$ cat src/rtl/car_ram.sv
// ----------------------------------------------------------------------------
// CAR generic RAM
// One write port, one read port, read data registered.
// ----------------------------------------------------------------------------
module car_ram #(
  parameter int WIDTH  = 8,
  parameter int ADDR_W = 4
) (
  input  logic              clk,
  input  logic              we,
  input  logic [ADDR_W-1:0] waddr,
  input  logic [WIDTH-1:0]  wdata,
  input  logic [ADDR_W-1:0] raddr,
  output logic [WIDTH-1:0]  rdata
);

  logic [WIDTH-1:0] mem [2**ADDR_W];

  // Write, then register the read word
  always_ff @(posedge clk) begin
    if (we) begin
      mem[waddr] <= wdata;
    end
    rdata <= mem[raddr];
  end

endmodule

$ cat config.mk
export PLATFORM = sky130hd
export DESIGN_NAME = car_ram
export DESIGN_NICKNAME = d
export VERILOG_FILES = /design/src/rtl/car_ram.sv
export SDC_FILE = /design/constraint.sdc
export NUM_CORES = 1
export LEC_CHECK = 0
export ABC_AREA = 1
export BUFFER_PORTS_ARGS = -buffer_cell sky130_fd_sc_hd__buf_2
export CORE_MARGIN = 2
export CORE_UTILIZATION = 61
export DETAILED_ROUTE_END_ITERATION = 12
export GPL_ROUTABILITY_DRIVEN = 0
export GPL_TIMING_DRIVEN = 0
export MAX_ROUTING_LAYER = met4
export PLACE_DENSITY = 0.9
export SYNTH_ARGS = -nofsm -noshare
export SYNTH_HDL_FRONTEND = slang
export SYNTH_SLANG_ARGS = --single-unit
$ cat constraint.sdc
create_clock -name clk -period 1.4 [get_ports clk]
set_input_delay 0.28 -clock clk [delete_from_list [all_inputs] [get_ports clk]]
set_output_delay 0.28 -clock clk [all_outputs]
set_load 0.01 [all_outputs]
==> flow_summary.yaml, run 1 <==
floorplanning:
  fp.dieH_um: 101.2
  die_area_um2: 10250
  core_area_um2: 9196
  num_io_pins: 26
  start_util: 0.6271
  die_x_um: 101.2
  fp-row-count: 35
timing:
  setup_viol: 0
  layout_min_cycle_time_ns: 1.302
  max_slew_margin: 0.3729
  rsz0062_at_grt: "false"
  slew_violations: 0
  final.setup.tns_ns: 0
  skew_ns: 0.01331
  worst_pin_slew_ns: 0.9373
  max_clock_freq_mhz: 768.0
  period_share: 0.9301
  hold_viol_final: 0
finish:
  instances_no_fill: 716
  seqCellArea_um2: 4004
  drive_above_1_share: 0.1273
  area_delta_synth_final_pct: 14.99
  fillers: 536
  multiInputGateArea_um2: 1214
  nets: 610
  n_antenna_cell: 0
  finish.instance_area_um2: 6631
drt:
  detail-route-antenna-nets: 0
  drtPass1Iterations: 12
  vias: 4378
  post_drt_wl_per_cell_um: 21.48
  drtIter0Drc: 944
  vias_per_cell: 6.115
  wirelength_um: 15380
  drc_errors: 0
cts:
  clkLatencyLatePin_ns: 0.54
  ctsHoldBuffers: 0
  clock_path_buffers: 2
  post_cts_buffers: 0
  cts_buffers: 17
  numClockSinks: 136
  post_cts_resized: 0
  path_clk_slew_ns: 0.07
  cts_tree: "built"
  cts_root_buf: "clkbuf_8"
  cts_htree_levels: 4
global_routing:
  grt_pass1_vias: 4263
  grt_usage: 0.3275
  grt_max_degree: 17
  grt_overflow: 0
  antenna_found_initial: 0
  grt_pass1_wl_um: 23270
critical_path:
  slowest_delay_ns: 0.77
  critPathMaxFanout: 8
  worstPathCellList: "buf_2 > nand3b_1 > nor2_1"
  critical-path-top-delay-family: "simple AND/OR/NAND/NOR gates"
  crit_required_ns: 1.55
  critPathBufInv: 1
  critPathSlowestCell: "nor2_1"
  crit_type: "input pin to flop"
  end_kind: "flop"
  crit_path_start_kind: "input pin"
  arrival_ns: 1.45
yosys:
  syn_avg_cell_area_um2: 10.47
  syn_nets: 569
  syn_inst: 551
  synthTopCellsByArea: "edfxtp_1 67%, nand2_1 11%, nand3_1 8.4%"
  seq_area_frac_synth: 0.6943
  ys_types: 12
  syn_area_um2: 5767
  synth_top_area_frac: 0.6665
  yosys.area.top_type: "edfxtp_1"
  yosysWarnings: 0
  synth_seq_cells: 136
pwr:
  power.total_w: 0.009889
  leakage_nw: 2.909
  vdd_drop_max_mv: 1.143
  p_per_area_nw_per_um2: 1491
placed_design:
  post_dp_cell_area_um2: 6016
  placed_cells: 684
  port_buffers: 22
  hpwl_um: 8824
job:
  drv_cap: 0
worst_hold_path:
  min_path_type: "input pin to flop"
run_status:
  status: "completed"
==> metrics by stage <==
stage | worst slack (ns) | hold slack (ns) | utilization
floorplan | 0.1692 | 0.3789 | -
global placement | -0.2772 | 0.6733 | 0.6542
detailed placement | -0.3599 | 0.6741 | 0.6542
CTS | 0.1548 | 0.1583 | 0.7211
global route | 0.07477 | 0.1753 | 0.7211
finish | 0.09786 | 0.1707 | 0.7211
==> state kept, by name (all words and copies together), names as in the netlist <==
name   count
rdata      8
mem      128
==> placed cells by master (no fill, tap or decap) <==
master / Yosys / routed
inv_1: 100 / 100
buf_1: 1 / 1
edfxtp_1: 128 / 128
buf_6: 6 / 6
clkinv_4: 0 / 4
buf_4: 4 / 4
nand2_1: 173 / 173
inv_2: 2 / 2
clkbuf_1: 0 / 1
bufinv_16: 0 / 4
clkinvlp_4: 0 / 1
nand3b_1: 2 / 2
clkbuf_16: 0 / 16
nor2_1: 17 / 17
dfxtp_1: 8 / 8
nand3_1: 97 / 97
clkinv_1: 0 / 1
clkinv_2: 0 / 1
inv_6: 0 / 3
clkbuf_8: 0 / 1
buf_2: 13 / 35
==> cells by family after synthesis <==
logic type / share of synthesized area
buf+inv: 0.09525
flops: 0.6943
simple gates: 0.2105
==> metal layers <==
layer / vias to the layer above / wire [um] / track usage
met5: - / 0 / -
met4: 0 / 960 / 0.1809
met3: 102 / 2140 / 0.08282
met2: 451 / 7040 / 0.4982
met1: 1972 / 5238 / 0.4043
li1: 1853 / - / -
==> final timing paths <==
| check | end | cells after the start | slack (ns) | start |
|---|---|---|---|---|
| max reg2reg | rdata[7] | 6 | 0.28 | mem[14][7] |
| max | mem[7][5] | 3 | 0.1 | waddr[3] |
| min | mem[1][5] | 1 | 0.17 | wdata[5] |
| min reg2reg | rdata[4] | 6 | 0.76 | mem[14][4] |
==> synthesized netlist by cell type <==
library cell / number
inv_1: 100
buf_4: 4
nand3b_1: 2
edfxtp_1: 128
nand3_1: 97
nand2_1: 173
dfxtp_1: 8
buf_1: 1
buf_2: 13
buf_6: 6
inv_2: 2
nor2_1: 17
==> layout make-up <==
class / instances / area share
Buffer: 24 / 0.02509
Clock inverter: 14 / 0.02981
Inverter: 102 / 0.05774
Tap cell: 111 / 0.02094
Clock buffer: 18 / 0.06302
Sequential cell: 136 / 0.6038
Timing Repair Buffer: 22 / 0.01660
Multi-Input combinational cell: 289 / 0.1830
==> power breakdown <==
part	total [W]	switching (W)	internal, W
registers	0.00458	0.0000257	0.00455
logic	0.000635	0.000460	0.000175
clock network	0.00468	0.00177	0.00291
(Power assumes the default switching activity.)
==> run 2: changes to the inputs <==
- CORE_UTILIZATION: 61 -> 40
- PLACE_DENSITY: 0.9 -> 0.67
- RECOVER_POWER: unset -> 100
==> run 2 against run 1 <==
Non-clock buffer count did not move. Clock power rose by 2%. First-iteration DRC count fell by 58%. Critical path depth did not move. Flip-flop and latch count did not move. Count of clock-buffer cells in the layout did not move. Sequential power barely moved. Cell area rose by 1.3%.
==> flow_summary.yaml, run 2 (synthesis gave the netlist of run 1 again) <==
run_status:
  status: "completed"
timing:
  layout_min_cycle_time_ns: 1.373
  max_slew_margin: 0.3085
  final.setup.tns_ns: 0
  worst_pin_slew_ns: 1.037
  setup_viol: 0
  max_clock_freq_mhz: 728.1
  slew_violations: 0
  finalWorstSetupSlack_ns: 0.02655
  skew_ns: 0.007684
  rsz0062_at_grt: "true"
  period_share: 0.9810
  hold_viol_final: 0
critical_path:
  r2r-end: "rdata[6]"
  reg2regPathDepth: 6
  slowest_delay_ns: 0.77
  end_kind: "flop"
  crit_type: "input pin to flop"
  crit_path_start_kind: "input pin"
  critPathSlowestCell: "nor2_1"
  crit_required_ns: 1.43
  r2r_slack_ns: 0.34
  endpoint: "mem[4][0]"
  arrival_ns: 1.41
  cp-startpoint: "waddr[3]"
  timing.rr.start: "mem[12][6]"
  worstPathCellList: "buf_2 > nand3b_1 > nor2_1"
  critPathMaxFanout: 8
finish:
  largest_reg_flops: 128
  final_cell_mix: "173 x nand2_1, 128 x edfxtp_1, 101 x inv_1"
  area_delta_synth_final_pct: 16.45
  drive_above_1_share: 0.09603
  reg_top3: "mem x128, rdata x8"
  n_antenna_cell: 0
  instances_no_fill: 784
  regMostFlops: "mem"
  layout_commonest_cell: "nand2_1"
  nets: 610
job:
  drv_cap: 0
floorplanning:
  die_x_um: 124.1
  fp-row-count: 43
  die_area_um2: 15390
  num_io_pins: 26
  fp.dieH_um: 124.1
  core_area_um2: 13990
  start_util: 0.4123
drt:
  drtPass1Iterations: 6
  wirelength_um: 14010
  vias_per_cell: 5.056
  drtIter0Drc: 393
  drc_errors: 0
  detail-route-antenna-nets: 0
  vias: 3964
  post_drt_wl_per_cell_um: 17.86
pwr:
  vdd_drop_max_mv: 0.6412
  power.total_w: 0.009956
  p_per_area_nw_per_um2: 1483
  leakage_nw: 2.861
worst_hold_path:
  min_path_type: "input pin to flop"
  hold_start: "raddr[3]"
global_routing:
  antenna_found_initial: 0
  grt_overflow: 0
  grt_pass1_wl_um: 21380
  grt_max_degree: 17
  grt_usage: 0.2025
  grt_pass1_vias: 3814
cts:
  cts_buffers: 17
  post_cts_buffers: 0
  path_clk_slew_ns: 0.06
  numClockSinks: 136
  cts_htree_levels: 4
  cts_root_buf: "clkbuf_16"
  clkLatencyLatePin_ns: 0.42
  clock_path_buffers: 2
  cts_tree: "built"
placed_design:
  pre_cts_ws_ns: -0.3951
  port_buffers: 22
  hpwl_um: 8962
  placed_cells: 753
-- run 2: timing repair --
item / 4_1_cts / 5_1_grt
setup endpoints to repair: 0 / 8
gates resized for setup: 0 / 1
hold buffers: 0 / 0
-- run 2: how the worst min path moves through the flow --
| stage | end | slack [ns] | cells after the start |
|---|---|---|---|
| 2_1_floorplan | mem[0][0] | 0.38 | 0 |
| 3_3_place_gp | rdata[2] | 0.67 | 6 |
| 3_5_place_dp | rdata[2] | 0.67 | 6 |
| 4_1_cts | mem[10][4] | 0.26 | 1 |
| 5_1_grt | rdata[2] | 0.32 | 3 |
| 6_report | rdata[1] | 0.30 | 3 |
-- run 2: routing by layer --
metal / vias up / global-route usage / part of all wire
li1: 1860 / - / -
met3: 41 / 0.04258 / 0.069
met4: 0 / 0.1096 / 0.043
met1: 1879 / 0.2608 / 0.43
met2: 184 / 0.3009 / 0.46
met5: - / - / 0
-- run 2: final cells by class --
class | instances | area (um^2)
Buffer | 24 | 166.4
Sequential cell | 136 | 4004
Fill cell | 1245 | 7273
Clock inverter | 13 | 203.9
Clock buffer | 18 | 429.2
Tap cell | 180 | 225.2
Inverter | 102 | 382.9
Multi-Input combinational cell | 289 | 1216
Timing Repair Buffer | 22 | 87.58
-- run 2: where the power goes --
| group | total [W] | internal, W | switching (W) | leakage [nW] |
|---|---|---|---|---|
| clock network | 0.00479 | 0.00314 | 0.00165 | 0.299 |
| registers | 0.00458 | 0.00456 | 0.0000242 | 1.22 |
| logic | 0.000587 | 0.000163 | 0.000424 | 1.34 |
| total | 0.00996 | 0.00786 | 0.00210 | 2.86 |
-- run 2: through the flow --
step / instance area, um^2 / util / hold WS [ns]
detailed placement: 6102 / 0.4362 / 0.6722
floorplan: 5767 / - / 0.3789
CTS: 6735 / 0.4815 / 0.2597
finish: 6715 / 0.4801 / 0.3024
global placement: 6102 / 0.4362 / 0.6738
global route: 6715 / 0.4801 / 0.3181
-- run 2: worst max-delay path, delay by kind of cell --
family | cells | cell delay [ns]
simple gates | 2 | 1.01
buf+inv | 1 | 0.12
==> run 3: changes to the inputs <==
- CORE_UTILIZATION: 40 -> 45
- PLACE_DENSITY: 0.67 -> 0.72
==> run 3 against run 2 <==
The flow now finishes with violations (negative setup slack). Wire length shrank 4.3%. Cell count down 1.0%. Combinational power hardly changed. Maximum frequency is 3.7% lower. Cell area down 1.3%. Critical endpoint is now mem[7][7].
==> flow_summary.yaml, run 3 (synthesis gave the netlist of run 1 again) <==
critical_path:
  slowest_delay_ns: 0.78
  critPathMaxFanout: 8
  crit_path_start_kind: "input pin"
  end_kind: "flop"
  r2r_slack_ns: 0.35
  reg2regPathDepth: 6
  critPathBufInv: 1
  critPathSlowestCell: "nor2_1"
  timing.rr.start: "mem[8][1]"
  crit_required_ns: 1.44
  r2r-end: "rdata[1]"
  critical-path-top-delay-family: "simple AND/OR/NAND/NOR gates"
  crit_type: "input pin to flop"
  crit_cells: 3
  worstPathCellList: "clkbuf_1 > nand3b_1 > nor2_1"
  arrival_ns: 1.46
finish:
  final_cell_mix: "173 x nand2_1, 128 x edfxtp_1, 100 x inv_1"
  layout_commonest_cell: "nand2_1"
  fillers: 1056
  largest_reg_flops: 128
  area_delta_synth_final_pct: 14.95
  instances_no_fill: 776
  drive_above_1_share: 0.08444
  reg_top3: "mem x128, rdata x8"
  nets: 610
  regMostFlops: "mem"
  n_antenna_cell: 0
drt:
  drc_errors: 0
  detail-route-antenna-nets: 0
  post_drt_wl_per_cell_um: 17.28
  drtIter0Drc: 441
  wirelength_um: 13410
  drtPass1Iterations: 5
  vias: 3912
  vias_per_cell: 5.041
pwr:
  power_frac_seq: 0.485
  power.total_w: 0.009445
  swShare: 0.2114
  power_frac_clock: 0.453
  p_per_area_nw_per_um2: 1425
  vdd_drop_max_mv: 0.7944
  leakage_nw: 2.832
  switchingPower_w: 0.001997
  internal_power_w: 0.007448
  combPwrFrac: 0.062
floorplanning:
  core_area_um2: 12570
  fp-row-count: 41
  die_area_um2: 13740
  die_x_um: 117.2
  start_util: 0.4588
  num_io_pins: 26
  fp.dieH_um: 117.2
timing:
  max_clock_freq_mhz: 701.0
  setup_viol: 8
  hold_viol_final: 0
  slew_violations: 0
  rsz0062_at_grt: "false"
  period_share: 1.019
  skew_ns: 0.004281
  worst_pin_slew_ns: 0.9473
  layout_min_cycle_time_ns: 1.427
  hold_ws_ns: 0.2967
  finalWorstSetupSlack_ns: -0.02656
  max_slew_margin: 0.3662
run_status:
  status: "finished with violations"
  violations: "negative setup slack"
placed_design:
  port_buffers: 22
  hpwl_um: 8701
  placed_cells: 745
cts:
  ctsHoldBuffers: 0
  path_clk_slew_ns: 0.05
  clkLatencyLatePin_ns: 0.42
  cts_buffers: 17
  post_cts_buffers: 0
  post_cts_resized: 0
  cts_root_buf: "clkbuf_16"
  clock_path_buffers: 2
  cts_tree: "built"
  cts_htree_levels: 4
  numClockSinks: 136
global_routing:
  grt_max_degree: 17
  grt_overflow: 0
  grt_pass1_wl_um: 20600
  antenna_found_initial: 0
  grt_usage: 0.2192
  grt_pass1_vias: 3728
job:
  drv_cap: 0
worst_hold_path:
  hold_depth: 4
  whs_endpoint: "rdata[5]"
  hold_start: "raddr[2]"
  min_path_type: "input pin to flop"
## run 3: routing by layer
layer / track usage / vias to the layer above / wire [um]
met5: - / - / 0
met4: 0.08941 / 0 / 378
met3: 0.05510 / 31 / 1250
met2: 0.3188 / 213 / 6126
met1: 0.2964 / 1814 / 5654
li1: - / 1854 / -
## run 3: worst min-delay path, cell delays in order
cell     delay [ns]
buf_2          0.15
nand3_1        0.10
nand3_1        0.07
nand2_1        0.07
## run 3: power by group through the flow
stage                     logic, W  registers, W  clock network [W]
after floorplan           0.000321       0.00467                  0
after global placement    0.000568       0.00466                  0
after detailed placement  0.000581       0.00466                  0
after CTS                 0.000590       0.00458            0.00431
after global routing      0.000639       0.00459            0.00449
final                     0.000584       0.00458            0.00428
## run 3: worst max-delay path by stage
| stage | startpoint | to | slack [ns] |
|---|---|---|---|
| 6_report | waddr[3] | mem[7][7] | -0.03 |
| 5_1_grt | waddr[3] | mem[7][7] | 0.01 |
| 2_1_floorplan | waddr[2] | mem[10][0] | 0.17 |
| 3_5_place_dp | waddr[1] | mem[13][0] | -0.35 |
| 3_3_place_gp | waddr[3] | mem[7][7] | -0.34 |
| 4_1_cts | waddr[3] | mem[7][7] | 0.07 |
## run 3: through the flow
stage / TNS [ns] / setup WS [ns] / instance area, um^2 / utilization
after floorplan: 0 / 0.1692 / 5767 / -
after global placement: -26.48 / -0.3376 / 6092 / 0.4847
after detailed placement: -30.23 / -0.3547 / 6092 / 0.4847
after CTS: 0 / 0.06964 / 6656 / 0.5296
after global routing: 0 / 0.009671 / 6629 / 0.5274
final: -0.1893 / -0.02656 / 6629 / 0.5274
## run 3: area by class of cell
class	instances	area, um^2	share of cell area
Sequential cell	136	4004	0.6040
Multi-Input combinational cell	289	1214	0.1831
Clock buffer	17	425.4	0.06418
Inverter	102	382.9	0.05776
Tap cell	172	215.2	0.03247
Buffer	24	165.2	0.02491
Clock inverter	14	138.9	0.02095
Timing Repair Buffer	22	83.83	0.01265
